<file path="config.mk">
export PLATFORM = sky130hd
export DESIGN_NAME = bcpe_front
export DESIGN_NICKNAME = d
export VERILOG_FILES = /design/src/design/bcpe_pkg.sv /design/src/design/bcpe_front.sv
export SDC_FILE = /design/constraint.sdc
export NUM_CORES = 1
export LEC_CHECK = 0
export ABC_AREA = 1
export BUFFER_PORTS_ARGS = -buffer_cell sky130_fd_sc_hd__buf_2
export CORE_ASPECT_RATIO = 0.9
export CORE_MARGIN = 1.5
export CORE_UTILIZATION = 31
export DETAILED_ROUTE_END_ITERATION = 8
export GPL_TIMING_DRIVEN = 0
export PLACE_DENSITY = 0.67
export RECOVER_POWER = 100
export SETUP_SLACK_MARGIN = 0.02
export SLEW_MARGIN = 30
export SYNTH_ARGS = -nofsm -noshare
export SYNTH_HDL_FRONTEND = slang
export SYNTH_SLANG_ARGS = --single-unit
</file>
<file path="constraint.sdc">
create_clock -name vclk -period 2.8
set_input_delay 0.42 -clock vclk [all_inputs]
set_output_delay 0.42 -clock vclk [all_outputs]
set_load 0.1 [all_outputs]
</file>
<file path="src/design/bcpe_pkg.sv">
`default_nettype none

package bcpe_pkg;

  // defaults for the top-level parameters
  localparam int MAX_POINTS_DEF  = 4;
  localparam int COORD_BITS_DEF  = 10;
  localparam int T_FRAC_BITS_DEF = 16;

  localparam int CFG_IDX_W   = 3;
  localparam int CNT_W       = 3;
  localparam int DEG_W       = 2;   // degree is at most 3
  localparam int QUEUE_DEPTH = 4;   // power of two

  typedef enum logic [CFG_IDX_W-1:0] {
    REG_POINT0 = 3'd0,
    REG_POINT1 = 3'd1,
    REG_POINT2 = 3'd2,
    REG_POINT3 = 3'd3,
    REG_COUNT  = 3'd4
  } cfg_reg_t;

  typedef struct packed {
    logic             zero;  // no control points: result is the origin
    logic [DEG_W-1:0] deg;
  } item_cls_t;

  // binomial coefficient C(n,i), zero for i > n
  function automatic logic [1:0] binom(input logic [DEG_W-1:0] n,
                                       input logic [DEG_W-1:0] i);
    logic [1:0] c;
    if (i > n) begin
      c = 2'd0;
    end else if (i == 2'd0 || i == n) begin
      c = 2'd1;
    end else if (n == 2'd3) begin
      c = 2'd3;
    end else begin
      c = 2'd2;
    end
    return c;
  endfunction

endpackage

`default_nettype wire

</file>
<file path="src/design/bcpe_front.sv">
`default_nettype none

module bcpe_front #(
  parameter int MAX_POINTS  = bcpe_pkg::MAX_POINTS_DEF,
  parameter int T_FRAC_BITS = bcpe_pkg::T_FRAC_BITS_DEF
) (
  input  wire logic                         in_tvalid,
  output logic                              in_tready,
  input  wire logic [T_FRAC_BITS:0]         in_t,
  input  wire logic [bcpe_pkg::CNT_W-1:0]   point_count,
  input  wire logic                         q_full,
  output logic                              q_push,
  output logic [T_FRAC_BITS:0]              q_t,
  output logic [T_FRAC_BITS:0]              q_u,
  output bcpe_pkg::item_cls_t               q_cls
);
  import bcpe_pkg::*;

  localparam int TW = T_FRAC_BITS + 1;
  localparam logic [TW-1:0] ONE = TW'(1) << T_FRAC_BITS;

  logic [CNT_W-1:0] deg_full;

  assign in_tready = !q_full;
  assign q_push    = in_tvalid && !q_full;

  // t above one clamps to one
  assign q_t = (in_t > ONE) ? ONE : in_t;
  assign q_u = ONE - q_t;

  assign deg_full   = point_count - CNT_W'(1);
  assign q_cls.zero = (point_count == '0);
  assign q_cls.deg  = deg_full[DEG_W-1:0];

endmodule

`default_nettype wire

</file>
==> metrics <==
vias=1058; num rows=16; combinational share of power=100.0%; GRT Overall Usage=17.2%; CP max stage delay=0.47 ns; PnR worst setup slack=0.163 ns; antenna cells=0; Tightest Pin Transition=1.17 ns; Hold Crit Class=primary input to output port; vias per cell=4.66; Syn. warnings=0; vias in the first global route=902; Tot Pwr=0.524 mW; share of cells above drive strength 1=56.5%; initial antenna violation count=0; xor-xnor portion of the synthesized cell area=8.54%; wire length of the first global-routing pass=3630 um; CP Class=primary input to output port; DP Area=1210 um2; critical path data arrival time=2.22 ns; ranking of synthesized cells by area=nand2_1 (24%), inv_1 (11%), xor2_1 (8.5%); switching share of power=79.2%; Final Hold Viols=0; P&R area growth vs syn=86.9%; CP cell instances=buf_2 -> nor2_1 -> nand2_1 -> nor2_2 -> nand2_2 -> nand2_2 -> buf_8 -> buf_6 -> nand2_1 -> ha_2 -> xor2_2 -> clkbuf_2; Synth top area share=24.0%; Critical Path Slowest Stage Cell=clkbuf_2; Setup TNS=0 ns; Die Y=48.7 um; Synth Area in Simple Gates=49.0%; startpoint types=primary input; DR pass1 iterations=4; crit path capture type=output port; Req. time, crit path=2.38 ns; CLK BUF=0; routed len/inst=10.3 um; post-synthesis sequential area ratio=0%; crit-path max FO=10; die width=53.7 um; synthesized net count=157; total global routing overflow=0; GPL Wtd Cong=0.824; Buf/Inv on CP=4; critical path launch point=in_t[3]; CP delay by family, top=buffers and inverters; max-cap violations=0; outcome=finished, final reports clean; Post-Place Cells=221; pre-CTS WS=-0.288 ns; Cell variety after synth=25; Pint=0.109 mW; antenna-violating nets left=0; drc violations=0; routed wire length=2350 um; static leakage=0.718 nW; Initial Util=32.9%; P_sw=0.415 mW; Final Critical Period=2.64 ns; largest family of logic cells by synthesized area=simple AND/OR/NAND/NOR gates; part of the cycle the worst path needs=94.2%; core area=2180 um2; design area=1340 um2; Top Ports=61; Synth Area in Adders=3.48%; Reg power frac=0%; Reg area=0 um2; Max Slew Vio Count=0; post-DP HPWL=1970 um; mean area per synthesized cell=5.40 um2; clock share of power=0%; initial detailed-routing violation count=10; Util after Layout=61.5%; nets@finish=226; compound-gate portion of the synthesized area=17.9%; multiplexer area fraction after synthesis=0%; synthesized area=718 um2; Slew headroom=22.5%; hold path start=in_t[16]; power density over the cells=390 nW/um2; RSZ-0062 raised after global routing=false; largest area contributor in the netlist=nand2_1; IO buf count=61; Final Setup Violations=0; Fmax=379 MHz; post-synthesis instance total=133; seq_cells=0; hold slack=1.29 ns; largest net degree at the start of global routing=11; Die Area=2610 um2; Max rail drop VDD=286 uV; Cell Count, Final, Fillers Out=227
-- synthesized netlist by cell type --
cell type  number
nand2_1        46
inv_1          22
nor2_1         12
xor2_1          7
nand3_1         6
inv_2           5
nand2_2         4
nor2_2          4
o21ai_1         4
o21ai_0         3
o21ai_2         3
buf_4           2
ha_1            2
o31ai_4         2
a21boi_0        1
a21oi_1         1
and2_1          1
buf_12          1
buf_6           1
clkbuf_1        1
nand2_4         1
nand3_2         1
nor2_8          1
o31ai_2         1
or2_2           1
-- worst paths after layout --
| check | endpoint | slack [ns] | depth (start not counted) |
|---|---|---|---|
| worst max-delay path | q_u[2] | 0.16 | 12 |
| worst min-delay path | q_u[16] | 1.29 | 4 |
-- power by group through the flow --
stage	registers, mW	clock network, mW	logic, mW
3_3_place_gp	0	0	0.488
5_1_grt	0	0	0.546
2_1_floorplan	0	0	0.417
4_1_cts	0	0	0.512
6_report	0	0	0.524
3_5_place_dp	0	0	0.493
-- timing repair --
item	4_1_cts	5_1_grt
endpoints found under the setup margin	7	8
pin swaps	0	1
resized for setup	18	11
setup buffers	0	6
hold buffers	0	0
gates cloned	0	0
-- placed cells by master, fill, tap and decap left out, types with 2 or more instances in the layout --
cell type and n:
inv_1 17, xor2_4 4, buf_4 8, clkbuf_2 26, inv_2 5, nand2_4 2, xor2_2 3, nor2_1 8
o21ai_2 3, buf_12 4, clkinvlp_4 5, o31ai_4 2, nand2_1 39, buf_2 21, nand3_1 6, o21ai_1 4
clkbuf_1 8, buf_8 2, buf_6 3, o21ai_0 3, nand2_2 10, nor2_2 7
-- logic make-up after synthesis --
logic type      count (synthesis)
simple gates                   77
buf+inv                        32
compound gates                 15
xor+xnor                        7
fa+ha+maj                       2
-- metal layers --
metal / share of wire, % / track usage [%] / vias to the layer above
li1: - / - / 531
met1: 41 / 21.7 / 490
met2: 53 / 32.7 / 37
met3: 5.8 / 0.617 / 0
met4: 0 / 0.427 / 0
met5: 0 / 0 / -
-- area by class of cell --
class / instances / area, um2
Inverter: 27 / 120
Buffer: 5 / 57.6
Fill cell: 212 / 840
Timing Repair Buffer: 67 / 412
Tap cell: 27 / 33.8
Multi-Input combinational cell: 101 / 719
Note: power is estimated with default switching activity, not from simulation.
