File: src/design/bcpe_pkg.sv
`default_nettype none

package bcpe_pkg;

  // defaults for the top-level parameters
  localparam int MAX_POINTS_DEF  = 4;
  localparam int COORD_BITS_DEF  = 10;
  localparam int T_FRAC_BITS_DEF = 16;

  localparam int CFG_IDX_W   = 3;
  localparam int CNT_W       = 3;
  localparam int DEG_W       = 2;   // degree is at most 3
  localparam int QUEUE_DEPTH = 4;   // power of two

  typedef enum logic [CFG_IDX_W-1:0] {
    REG_POINT0 = 3'd0,
    REG_POINT1 = 3'd1,
    REG_POINT2 = 3'd2,
    REG_POINT3 = 3'd3,
    REG_COUNT  = 3'd4
  } cfg_reg_t;

  typedef struct packed {
    logic             zero;  // no control points: result is the origin
    logic [DEG_W-1:0] deg;
  } item_cls_t;

  // binomial coefficient C(n,i), zero for i > n
  function automatic logic [1:0] binom(input logic [DEG_W-1:0] n,
                                       input logic [DEG_W-1:0] i);
    logic [1:0] c;
    if (i > n) begin
      c = 2'd0;
    end else if (i == 2'd0 || i == n) begin
      c = 2'd1;
    end else if (n == 2'd3) begin
      c = 2'd3;
    end else begin
      c = 2'd2;
    end
    return c;
  endfunction

endpackage

`default_nettype wire

File: src/design/bcpe_fifo.sv
`default_nettype none

module bcpe_fifo #(
  parameter int WIDTH = 8,
  parameter int DEPTH = bcpe_pkg::QUEUE_DEPTH
) (
  input  wire logic             clk,
  input  wire logic             rst_n,
  input  wire logic             push,
  input  wire logic [WIDTH-1:0] wdata,
  output logic                  full,
  input  wire logic             pop,
  output logic [WIDTH-1:0]      rdata,
  output logic                  empty
);
  import bcpe_pkg::*;

  localparam int AW = $clog2(DEPTH);
  localparam int CW = $clog2(DEPTH + 1);

  logic [WIDTH-1:0] mem_r [DEPTH];
  logic [AW-1:0]    wr_ptr_r, wr_ptr_nxt;
  logic [AW-1:0]    rd_ptr_r, rd_ptr_nxt;
  logic [CW-1:0]    count_r, count_nxt;

  assign full  = (count_r == CW'(DEPTH));
  assign empty = (count_r == '0);
  assign rdata = mem_r[rd_ptr_r];

  always_comb begin
    wr_ptr_nxt = push ? wr_ptr_r + AW'(1) : wr_ptr_r;
    rd_ptr_nxt = pop ? rd_ptr_r + AW'(1) : rd_ptr_r;
    count_nxt  = count_r;
    if (push && !pop) begin
      count_nxt = count_r + CW'(1);
    end else if (pop && !push) begin
      count_nxt = count_r - CW'(1);
    end
  end

  always_ff @(posedge clk) begin
    if (!rst_n) begin
      wr_ptr_r <= '0;
      rd_ptr_r <= '0;
      count_r  <= '0;
    end else begin
      wr_ptr_r <= wr_ptr_nxt;
      rd_ptr_r <= rd_ptr_nxt;
      count_r  <= count_nxt;
    end
  end

  always_ff @(posedge clk) begin
    if (push) begin
      mem_r[wr_ptr_r] <= wdata;
    end
  end

`ifndef SYNTHESIS
  a_count_bound: assert property (@(posedge clk) disable iff (!rst_n)
    count_r <= CW'(DEPTH))
    else $error("queue count above depth");

  a_count_track: assert property (@(posedge clk) disable iff (!rst_n)
    (push && !pop) |=> (count_r == $past(count_r) + CW'(1)))
    else $error("queue count lost a request");

  a_no_underflow: assert property (@(posedge clk) disable iff (!rst_n)
    pop |-> !empty)
    else $error("pop from empty queue");
`endif

endmodule

`default_nettype wire

File: config.mk
export PLATFORM = sky130hd
export DESIGN_NAME = bcpe_fifo
export DESIGN_NICKNAME = d
export VERILOG_FILES = /design/src/design/bcpe_pkg.sv /design/src/design/bcpe_fifo.sv
export SDC_FILE = /design/constraint.sdc
export NUM_CORES = 1
export LEC_CHECK = 0
export ABC_AREA = 1
export BUFFER_PORTS_ARGS = -buffer_cell sky130_fd_sc_hd__buf_4
export CORE_ASPECT_RATIO = 0.7
export CORE_MARGIN = 1
export CORE_UTILIZATION = 30
export CTS_CLUSTER_SIZE = 24
export DETAILED_ROUTE_END_ITERATION = 6
export PLACE_DENSITY = 0.48
export SLEW_MARGIN = 10
export SYNTH_ARGS = -nofsm -noshare
export SYNTH_HDL_FRONTEND = slang
export SYNTH_SLANG_ARGS = --single-unit
File: constraint.sdc
create_clock -name clk -period 2.6 [get_ports clk]
set_clock_uncertainty 0.05 [all_clocks]
set_input_delay 0 -clock clk [delete_from_list [all_inputs] [get_ports clk]]
set_output_delay 0 -clock clk [all_outputs]
set_load 0.02 [all_outputs]
==> Flow_metrics.wiki, run 1 <==
{| class="wikitable"
! Metric !! Value
|-
| Number of instances in the synthesized netlist || 134
|-
| Total number of placement rows || 22
|-
| Die span in y || between 60 and 70 um
|-
| Area share of xor/xnor cells in the synthesized design || 0
|-
| Hold_buf cts || 10
|-
| Total leakage power || 0.000799 uW
|-
| Worst path arrival time || between 1.5 and 2 ns
|-
| Pre-CTS worst setup slack || approximately 1.1 ns
|-
| Hold slack final || 0.00715 ns
|-
| Yosys warns || 0
|-
| Worst hold path type || input port to flip-flop
|-
| Post-synthesis share of cell area spent on and, or, nand and nor gates || 0.0863
|-
| Clock latency reported for the late side of the worst-skew pair || between 0.2 and 0.3 ns
|-
| Synth cell types || 18
|-
| Time the final worst path needs with I/O delays and setup || roughly 1.8 ns
|-
| Sink Count || 41
|-
| Slew HR || 0.637
|-
| Number of nets with antenna violations after routing || 0
|-
| Number of nets in the final layout || between 150 and 200
|-
| Startpoint type of the worst setup path || flip-flop
|-
| Critical path's largest stage delay || 0.67 ns
|-
| Total gr overflow || 0
|-
| Sequential cell area fraction in the yosys report || 0.696
|-
| Number of global-route vias before repair || between 1k and 1.5k
|-
| Kind of capture point of the worst setup path || primary output
|-
| Clock transition at the registers of the reported paths || about 0.070 ns
|-
| Pin count of the biggest net entering global routing || 18
|-
| Die Span X || 90.3 um
|-
| Max Clk Rate || between 500 and 600 MHz
|-
| Area share of the largest cell type after synthesis || 0.586
|-
| Drt drc || 0
|-
| Maximum capacitance violations || 0
|-
| Via Count || approximately 1.0k
|-
| Critical path type || flip-flop to primary output
|-
| Final TNS setup || 0 ns
|-
| Net count of the mapped netlist || roughly 150
|-
| Share of final-layout standard cells stronger than drive strength 1 || 0.188
|-
| Area of the core || ~5300 um^2
|-
| Syn Area/Cell || about 12 um^2
|-
| Most common cell after layout, fill and taps aside || edfxtp_1
|-
| Critical-path cell list || inv_2, o21ai_0, o22ai_1, buf_4
|-
| Slew Viols, Final || 0
|-
| Number of storage elements in the synthesis netlist || 41
|-
| Compound-Gate Fraction of Synth Area || 0.115
|-
| RSZ-0062 raised after global routing || false
|-
| Worst path required time || ~2.6 ns
|-
| Final setup vio count || 0
|-
| Synthesized-area fraction occupied by adder cells || 0.0504
|-
| Clock tree from TritonCTS || built
|-
| Post-CTS setup buffer count || 0
|-
| Detailed Place HPWL || slightly above 2000 um
|-
| Most frequent cells in the layout || edfxtp_1 (32), buf_4 (21), nor2_1 (18), o21ai_0 (18), inv_1 (16)
|-
| Number of CTS-inserted buffers || 5
|-
| GRT Util Overall || 0.117
|-
| Wirelength, routed || just over 3000 um
|-
| Cell with the largest stage delay on the worst path || dfxtp_1
|-
| Initial DRC count || 39
|-
| Dominant combinational cell family by area after synthesis || compound AO/OA/AOI/OAI gates
|-
| Worst path bufs/invs || 2
|-
| Pwr/cell area || 652 nW/um^2
|-
| Initial Utilization || 0.312
|-
| Via density per instance || between 4 and 5
|-
| Crit-path leading delay family || flip-flops
|-
| Hold Vio Cnt, Final || 0
|-
| Minimum setup slack in the final design || ~0.82 ns
|-
| H-tree level count || 2
|-
| Fill cells || 507
|-
| Highest net fanout along the worst path || 17
|-
| Port buffer count || 21
|-
| Area grow syn2layout || 24.5%
|-
| Worst VDD drop || between 150 and 200 uV
|-
| Largest area contributor in the netlist || edfxtp_1
|-
| First-pass GRT wire length || a little over 5000 um
|-
| Final period utilization || 0.684
|-
| Post-synth design cell area || between 1500 and 2000 um^2
|-
| I/O pin count || 22
|-
| Initial antenna violation count || 0
|-
| Antenna fix cells || 0
|-
| GP Congestion || approximately 0.76
|-
| Detailed Routing Iterations Pass 1 || 6
|-
| Maximum buffer depth of the clock tree || 2
|-
| Worst-Margin Slew || 0.544 ns
|-
| Number of cells upsized or downsized after cts || 0
|-
| Multiplexer share of the synthesized area || 0
|-
| Area of the die || ~5800 um^2
|-
| Clock root cell || clkbuf_8
|-
| Result of the run || complete, no violations
|-
| Largest cells by area after synthesis || edfxtp_1 (59%), dfxtp_1 (11%), o21ai_0 (5.5%)
|-
| Final routed wire length divided by cell count || about 12 um
|}
## final timing paths
| path | startpoint | to | depth (start not counted) | slack (ns) |
|---|---|---|---|---|
| max | flip-flop | rdata[3] | 4 | 0.82 |
| min | push | wr_ptr_r[1]$_SDFFE_PN0P_ | 3 | 0.007 |
| max reg2reg | wr_ptr_r[1]$_SDFFE_PN0P_ | mem_r[1][6]$_DFFE_PP_ | 4 | 1.28 |
| min reg2reg | rd_ptr_r[1]$_SDFFE_PN0P_ | flip-flop | 1 | 0.39 |
## final cells by class
class | instances | area [um^2] | area share
flip-flops and latches | 41 | 1140 | 0.559
multi-input cells | 74 | 412 | 0.202
repair buffers | 31 | 258 | 0.126
well taps | 72 | 90.1 | 0.0441
clock buffers | 6 | 72.6 | 0.0356
inverters | 17 | 63.8 | 0.0313
clock inverters | 1 | 3.75 | 0.00184
## per-stage QoR
stage	total power, uW	cell area [um^2]	std cells	utilization
after detailed placement	960	1860	225	0.355
final	1330	2040	242	0.388
after global routing	1400	2040	242	0.388
after CTS	1350	2040	242	0.388
after floorplan	883	1640	134	-
after global placement	953	1860	225	0.355
## cells in the mapped netlist
library cell	instances
edfxtp_1	32
nor2_1	18
o21ai_0	18
inv_1	16
dfxtp_1	9
nand2_1	9
o22ai_1	8
ha_1	5
a21oi_1	4
nor2_2	3
buf_6	2
nor3_1	2
o21ai_1	2
o21ai_2	2
fa_1	1
inv_2	1
nand3_1	1
nand4_1	1
## routing by layer
metal / global-route usage / part of all wire / vias up
met5: 0 / 0 / -
met4: 0.0484 / 0.013 / 0
met3: 0.0381 / 0.030 / 5
met2: 0.179 / 0.44 / 17
met1: 0.154 / 0.51 / 489
li1: - / - / 537
## kinds of logic after synthesis
family	Yosys count
flops	41
compound gates	34
buf+inv	19
fa+ha+maj	6
simple gates	34
## worst reg2reg max path, cell delays in order (launching register included)
cell and delay [ns]:
dfxtp_1 0.32, inv_1 0.10, ha_1 0.16, nand2_1 0.05, inv_1 0.29
## flip-flops by register name, summed over array words and instances (netlist names), named ones only
name and flops:
count_r 3, rd_ptr_r 2, wr_ptr_r 2, mem_r 32
## power by group
part / internal [uW] / switching, uW / leakage [uW]
logic: 80.4 / 110 / 0.000392
registers: 742 / 21.7 / 0.000369
clock network: 181 / 196 / 0.0000387
total: 1000 / 328 / 0.000799
Power figures use the tool's default switching activity.
==> run 2: changes to the inputs <==
ABC_AREA = 0   (was 1)
PLACE_DENSITY = 0.5   (was 0.48)
clock period = 1.5 ns   (was 2.6 ns; I/O delays follow)
==> Flow_metrics.wiki, run 2 <==
{| class="wikitable"
! Metric !! Value
|-
| Net count of the mapped netlist || 103
|-
| Pin count of the biggest net entering global routing || 14
|-
| Time the final worst path needs with I/O delays and setup || ~1.5 ns
|-
| I/O pin count || 22
|-
| Clock latency reported for the late side of the worst-skew pair || between 0.2 and 0.3 ns
|-
| Initial Utilization || 0.323
|-
| Non-filler cells, final || around 200
|-
| Final period utilization || 1.00
|-
| Most common cell in the synthesized netlist || edfxtp_1
|-
| Total gr overflow || 0
|-
| Cell count after placement || between 150 and 200
|-
| Largest cells by area after synthesis || edfxtp_1 (60%), dfxtp_1 (11%), mux4_2 (11%)
|-
| Port buffer count || 21
|-
| Detailed Place HPWL || 1850 um
|-
| Worst path bufs/invs || 2
|-
| Switching power share of the total || 0.215
|-
| Cell with the largest stage delay on the worst path || mux4_2
|-
| Top flop regs || mem_r x32, count_r x3
|-
| Area share of the largest cell type after synthesis || 0.600
|-
| Sequential cell area fraction in the yosys report || 0.712
|-
| Worst VDD drop || between 300 and 400 uV
|-
| Final routed wire length divided by cell count || around 13 um
|-
| Number of nets with antenna violations after routing || 0
|-
| Failing checks || setup timing
|-
| GP Congestion || slightly below 0.7
|-
| Pwr/cell area || approximately 1300 nW/um^2
|-
| Pre-CTS worst setup slack || -0.0379 ns
|-
| Crit-path leading delay family || multiplexers
|-
| Worst path required time || 1.45 ns
|-
| Slew Viols, Final || 0
|-
| Number of flip-flops under the largest register name || 32
|-
| Number of nets in the final layout || 149
|-
| Area grow syn2layout || 37.5%
|-
| Post-synth design cell area || between 1500 and 2000 um^2
|-
| List of most frequent post-synthesis cells || edfxtp_1 (32), and2_1 (9), dfxtp_1 (9)
|-
| Final setup vio count || 1
|-
| Area of the core || around 5000 um^2
|-
| Fill cells || approximately 450
|-
| Initial antenna violation count || 0
|-
| Slew HR || 0.850
|-
| Clock transition at the registers of the reported paths || around 0.080 ns
|-
| Worst-Margin Slew || 0.225 ns
|-
| Antenna fix cells || 0
|-
| Largest area contributor in the netlist || edfxtp_1
|-
| Via Count || around 840
|-
| Syn Area/Cell || roughly 19 um^2
|-
| Proportion of power drawn by the clock network || 0.365
|-
| Share of final-layout standard cells stronger than drive strength 1 || 0.379
|-
| Wirelength, routed || ~2700 um
|-
| Number of instances in the synthesized netlist || 85
|-
| Fraction of power consumed by sequential logic || 0.476
|-
| Worst path arrival time || around 1.5 ns
|-
| Post-CTS setup buffer count || 0
|-
| Most common cell on crit path || buf_6
|-
| GRT Util Overall || 0.113
|-
| Leading register cell type out of synthesis || edfxtp_1
|-
| Clock tree from TritonCTS || built
|-
| Total leakage power || 0.000820 uW
|-
| Most frequent cells in the layout || edfxtp_1 (32), buf_4 (18), dlygate4sd3_1 (12)
|-
| Detailed Routing Iterations Pass 1 || 3
|-
| Startpoint type of the worst setup path || flip-flop
|-
| Number of CTS-inserted buffers || 5
|-
| Sink Count || between 40 and 50
|-
| FFs w/ async S/R, synth || 0
|-
| Number of storage elements in the synthesis netlist || slightly above 40
|-
| Initial DRC count || 56
|-
| Area of the die || roughly 5600 um^2
|-
| Synth cell types || 19
|-
| Number of synthesized flops with an enable pin || 32
|-
| Maximum capacitance violations || 0
|-
| Critical-path cell list || buf_6, mux4_2, buf_6
|-
| Drt drc || 0
|-
| Via density per instance || 4.18
|-
| Critical path's largest stage delay || ~0.53 ns
|-
| Kind of capture point of the worst setup path || primary output
|-
| Highest net fanout along the worst path || 4
|-
| Number of global-route vias before repair || ~940
|-
| RSZ-0062 raised after global routing || true
|-
| Critical path type || flip-flop to primary output
|-
| Combinational share of power || 0.160
|-
| Total number of placement rows || 21
|-
| Most common cell after layout, fill and taps aside || edfxtp_1
|-
| H-tree level count || 2
|-
| Result of the run || finished with violations
|-
| Maximum buffer depth of the clock tree || 2
|-
| Switching power total || about 610 uW
|-
| Minimum setup slack in the final design || -0.00306 ns
|-
| Clock root cell || clkbuf_8
|-
| Largest Register || mem_r
|-
| Worst hold path type || input port to flip-flop
|-
| Yosys warns || 0
|-
| Die span in y || ~63 um
|-
| Max Clk Rate || approximately 670 MHz
|-
| Power Internal || 2210 uW
|-
| Hold Vio Cnt, Final || 0
|-
| First-pass GRT wire length || around 4400 um
|-
| Die Span X || roughly 89 um
|}
-- run 2: cell count changes in the layout (fill, tap and decap cells not counted), moves of 8 or more --
cell / change
and2_1: +9
buf_6: +10
inv_1: -12
mux4_2: +8
nand2_1: -8
nor2_1: -18
o21ai_0: -17
o22ai_1: -8
-- run 2: routing by layer --
metal	wire length [um]	vias up	global-route usage
met2	1300	15	0.180
met3	99	5	0.0393
met1	1250	414	0.134
met4	44	0	0.0595
met5	0	-	0
li1	-	407	-
-- run 2: logic make-up after synthesis --
| family | share of synthesized area |
|---|---|
| multiplexers | 0.125 |
| buffers and inverters | 0.0195 |
| AND/OR/NAND/NOR | 0.0570 |
| adder cells (fa/ha/maj) | 0.0515 |
| XOR/XNOR | 0.0273 |
| AO/OA/AOI/OAI | 0.00781 |
| flip-flops | 0.712 |
-- run 2: worst reg2reg max path: cells and delay by family (launching register included) --
family	cells	cell delay, ns
fa+ha+maj	1	0.37
xor+xnor	1	0.15
compound gates	1	0.14
simple gates	1	0.35
flops	1	0.33
-- run 2: per-stage QoR --
stage / area, um^2 / power (uW) / util / hold slack [ns] / setup TNS [ns]
2_1_floorplan: 1600 / 1590 / - / 0.0489 / 0
3_3_place_gp: 1900 / 1750 / 0.383 / 0.151 / 0
3_5_place_dp: 1900 / 1770 / 0.383 / 0.158 / -0.0379
4_1_cts: 2200 / 2860 / 0.443 / 0.0196 / -0.125
5_1_grt: 2200 / 2960 / 0.444 / 0.0223 / -0.362
6_report: 2200 / 2820 / 0.444 / 0.0323 / -0.00306
-- run 2: power by group through the flow --
| stage | sequential (uW) | clock, uW | combinational [uW] |
|---|---|---|---|
| after floorplan | 1350 | 0 | 237 |
| after global placement | 1360 | 0 | 393 |
| after detailed placement | 1360 | 0 | 402 |
| after CTS | 1340 | 1060 | 459 |
| after global routing | 1350 | 1120 | 493 |
| final | 1340 | 1030 | 451 |
-- run 2: path summary, 6_finish.rpt --
path | slack [ns] | startpoint | end | cells past startpoint
worst min-delay path | 0.03 | push | wr_ptr_r[0]$_SDFFE_PN0P_ | 3
worst max register to register | 0.04 | count_r[0]$_SDFFE_PN0P_ | count_r[2]$_SDFFE_PN0P_ | 4
worst min register to register | 0.45 | count_r[2]$_SDFFE_PN0P_ | count_r[2]$_SDFFE_PN0P_ | 2
worst max-delay path | -0.003 | flip-flop | rdata[6] | 3
-- run 2: layout make-up --
class / instances / area [um^2] / share of cell area
Sequential cell: 41 / 1150 / 0.521
Multi-Input combinational cell: 38 / 433 / 0.196
Timing Repair Buffer: 41 / 388 / 0.176
Tap cell: 69 / 86.3 / 0.0392
Clock buffer: 5 / 68.8 / 0.0312
Clock inverter: 3 / 65.1 / 0.0295
Inverter: 4 / 15.0 / 0.00681
-- run 2: timing repair --
item                                   CTS  global route
resized for setup                       13             3
setup endpoints to repair                9             9
hold buffers                            12             0
endpoints found under the hold margin   41             0
pin swaps                                1             4
==> run 3: changes to the inputs <==
CORE_ASPECT_RATIO = default   (was 0.7)
PLACE_DENSITY = default   (was 0.5)
==> Flow_metrics.wiki, run 3 (synthesis results as in run 2) <==
{| class="wikitable"
! Metric !! Value
|-
| Slew HR || 0.845
|-
| Worst path required time || between 1 and 1.5 ns
|-
| Via density per instance || around 4.2
|-
| Time the final worst path needs with I/O delays and setup || around 1.5 ns
|-
| Clock latency reported for the late side of the worst-skew pair || 0.29 ns
|-
| Switching power share of the total || 0.220
|-
| Initial antenna violation count || 0
|-
| Number of flip-flops under the largest register name || 32
|-
| Number of cells on the worst reg-to-reg path || 4
|-
| Metal1 wirelength || 1200 um
|-
| Initial Utilization || 0.312
|-
| Startpoint type of the worst setup path || flip-flop
|-
| Cell area after placement || 1910 um^2
|-
| Hold Vio Cnt, Final || 0
|-
| Wirelength, routed || about 2600 um
|-
| I/O pin count || 22
|-
| Critical path's largest stage delay || 0.51 ns
|-
| RSZ-0062 raised after global routing || true
|-
| Critical-path cell list || buf_12, mux4_2, buf_6
|-
| Area grow syn2layout || 36.5%
|-
| Worst-Margin Slew || around 0.23 ns
|-
| Combinational share of power || 0.155
|-
| Kind of capture point of the worst setup path || primary output
|-
| Final period utilization || 0.989
|-
| Drt drc || 0
|-
| Area of the core || about 5000 um^2
|-
| Worst VDD drop || 571 uV
|-
| Maximum buffer depth of the clock tree || 2
|-
| Cell with the largest stage delay on the worst path || mux4_2
|-
| Result of the run || complete, no violations
|-
| Fill cells || approximately 490
|-
| Antenna fix cells || 0
|-
| Detailed Place HPWL || between 1500 and 2000 um
|-
| Area of the multi-input gates || 433 um^2
|-
| Share of final-layout standard cells stronger than drive strength 1 || 0.389
|-
| Routed wl met2 || between 1000 and 1500 um
|-
| Origin of the worst min-delay path || pop
|-
| Initial DRC count || 43
|-
| Worst hold path type || input port to flip-flop
|-
| Minimum setup slack in the final design || roughly 0.017 ns
|-
| Non-filler cells, final || ~200
|-
| Via Count || roughly 840
|-
| Number of CTS-inserted buffers || 5
|-
| Power Internal || ~2200 uW
|-
| Clock transition at the registers of the reported paths || about 0.080 ns
|-
| H-tree level count || 2
|-
| Max Clk Rate || 674 MHz
|-
| Most frequent cells in the layout || edfxtp_1 (32), buf_4 (21), dlygate4sd3_1 (10)
|-
| Maximum capacitance violations || 0
|-
| Number of nets in the final layout || around 150
|-
| Critical path type || flip-flop to primary output
|-
| Number of global-route vias before repair || 920
|-
| Port buffer count || 21
|-
| Fraction of power consumed by sequential logic || 0.473
|-
| Top flop regs || mem_r x32, count_r x3
|-
| Number of nets with antenna violations after routing || 0
|-
| Detailed Routing Iterations Pass 1 || 3
|-
| Crit-path leading delay family || multiplexers
|-
| Met3 Routed Length || ~120 um
|-
| Highest net fanout along the worst path || 8
|-
| Area taken by flip-flops and latches || between 1000 and 1500 um^2
|-
| Worst path arrival time || 1.43 ns
|-
| Critical R2R Launch || count_r[0]$_SDFFE_PN0P_
|-
| Reg-to-reg endpoint || count_r[2]$_SDFFE_PN0P_
|-
| Area of the die || ~5600 um^2
|-
| First-pass GRT wire length || ~4200 um
|-
| Die Span X || 75.1 um
|-
| GRT Util Overall || 0.106
|-
| Final setup vio count || 0
|-
| Hold path cells || 3
|-
| Die span in y || around 75 um
|-
| Top layer in use || met4
|-
| Slew Viols, Final || 0
|-
| Pwr/cell area || about 1300 nW/um^2
|-
| Switching power total || 625 uW
|-
| Total leakage power || a little over 0.0008 uW
|-
| GP Congestion || roughly 0.66
|-
| Most common cell after layout, fill and taps aside || edfxtp_1
|-
| Cell area after layout || between 2000 and 2500 um^2
|-
| Total number of placement rows || 26
|-
| Worst reg-to-reg setup slack || ~0.06 ns
|-
| Clock tree from TritonCTS || built
|-
| Proportion of power drawn by the clock network || 0.372
|-
| Largest Register || mem_r
|-
| Final routed wire length divided by cell count || 12.9 um
|-
| Worst path bufs/invs || 2
|-
| Total gr overflow || 0
|-
| Cell count after placement || around 180
|-
| Sink Count || 41
|-
| Pin count of the biggest net entering global routing || 15
|-
| Pre-CTS worst setup slack || -0.0532 ns
|-
| Clock root cell || clkbuf_8
|}
[run 3: changes by cell type in the layout (fill, tap and decap cells not counted)]
| cell | delta |
|---|---|
| dfxtp_4 | -1 |
| inv_6 | +1 |
| buf_4 | +3 |
| clkinv_2 | -1 |
| buf_6 | -2 |
| dlygate4sd3_1 | -2 |
| dfxtp_2 | +1 |
[run 3: layout make-up]
class                      instances  area share
sequential                        41       0.524
timing repair buffer              40       0.168
inverter                           4     0.00686
multi-input combinational         38       0.198
clock buffer                       5      0.0315
tap                               70      0.0400
clock inverter                     3      0.0315
[run 3: worst reg2reg max path: stages, from the launching register on]
cell      delay [ns]
dfxtp_2         0.34
fa_2            0.39
xor2_1          0.18
or3_1           0.31
a21boi_1        0.12
[run 3: power groups by stage]
stage,registers (uW),logic [uW],clock network [uW]
6_report,1340,440,1060
5_1_grt,1350,485,1130
4_1_cts,1340,442,1080
3_5_place_dp,1370,399,0
3_3_place_gp,1360,386,0
2_1_floorplan,1350,237,0
[run 3: repair_timing]
| action | 4_1_cts | 5_1_grt |
|---|---|---|
| pin swaps | 0 | 1 |
| buffers inserted | 0 | 0 |
| gates resized for setup | 9 | 4 |
| endpoints found under the setup margin | 9 | 9 |
| hold buffers | 10 | 0 |
| hold endpoints to repair | 41 | 0 |
[run 3: layer usage]
metal	vias up	global-route usage
li1	405	-
met1	410	0.123
met2	22	0.177
met3	4	0.0335
met4	0	0.0503
met5	-	0
[run 3: metrics by stage]
step           total power (uW)   util  hold WS (ns)  TNS, ns
6_report                   2840  0.426       0.00841        0
5_1_grt                    2970  0.426        0.0188   -0.303
4_1_cts                    2870  0.424       0.00433  -0.0178
3_5_place_dp               1770  0.372         0.154  -0.0532
3_3_place_gp               1750  0.372         0.151        0
2_1_floorplan              1590      -        0.0489        0
[run 3: worst max path at each step]
| stage | start | cells past startpoint | slack (ns) | end |
|---|---|---|---|---|
| 6_report | flip-flop | 3 | 0.02 | rdata[7] |
| 5_1_grt | flip-flop | 3 | -0.05 | rdata[0] |
| 4_1_cts | flip-flop | 3 | -0.006 | rdata[2] |
| 3_5_place_dp | pop | 8 | -0.05 | count_r[2]$_SDFFE_PN0P_ |
| 3_3_place_gp | pop | 8 | 0.04 | count_r[2]$_SDFFE_PN0P_ |
| 2_1_floorplan | count_r[0]$_SDFFE_PN0P_ | 4 | 0.04 | count_r[2]$_SDFFE_PN0P_ |
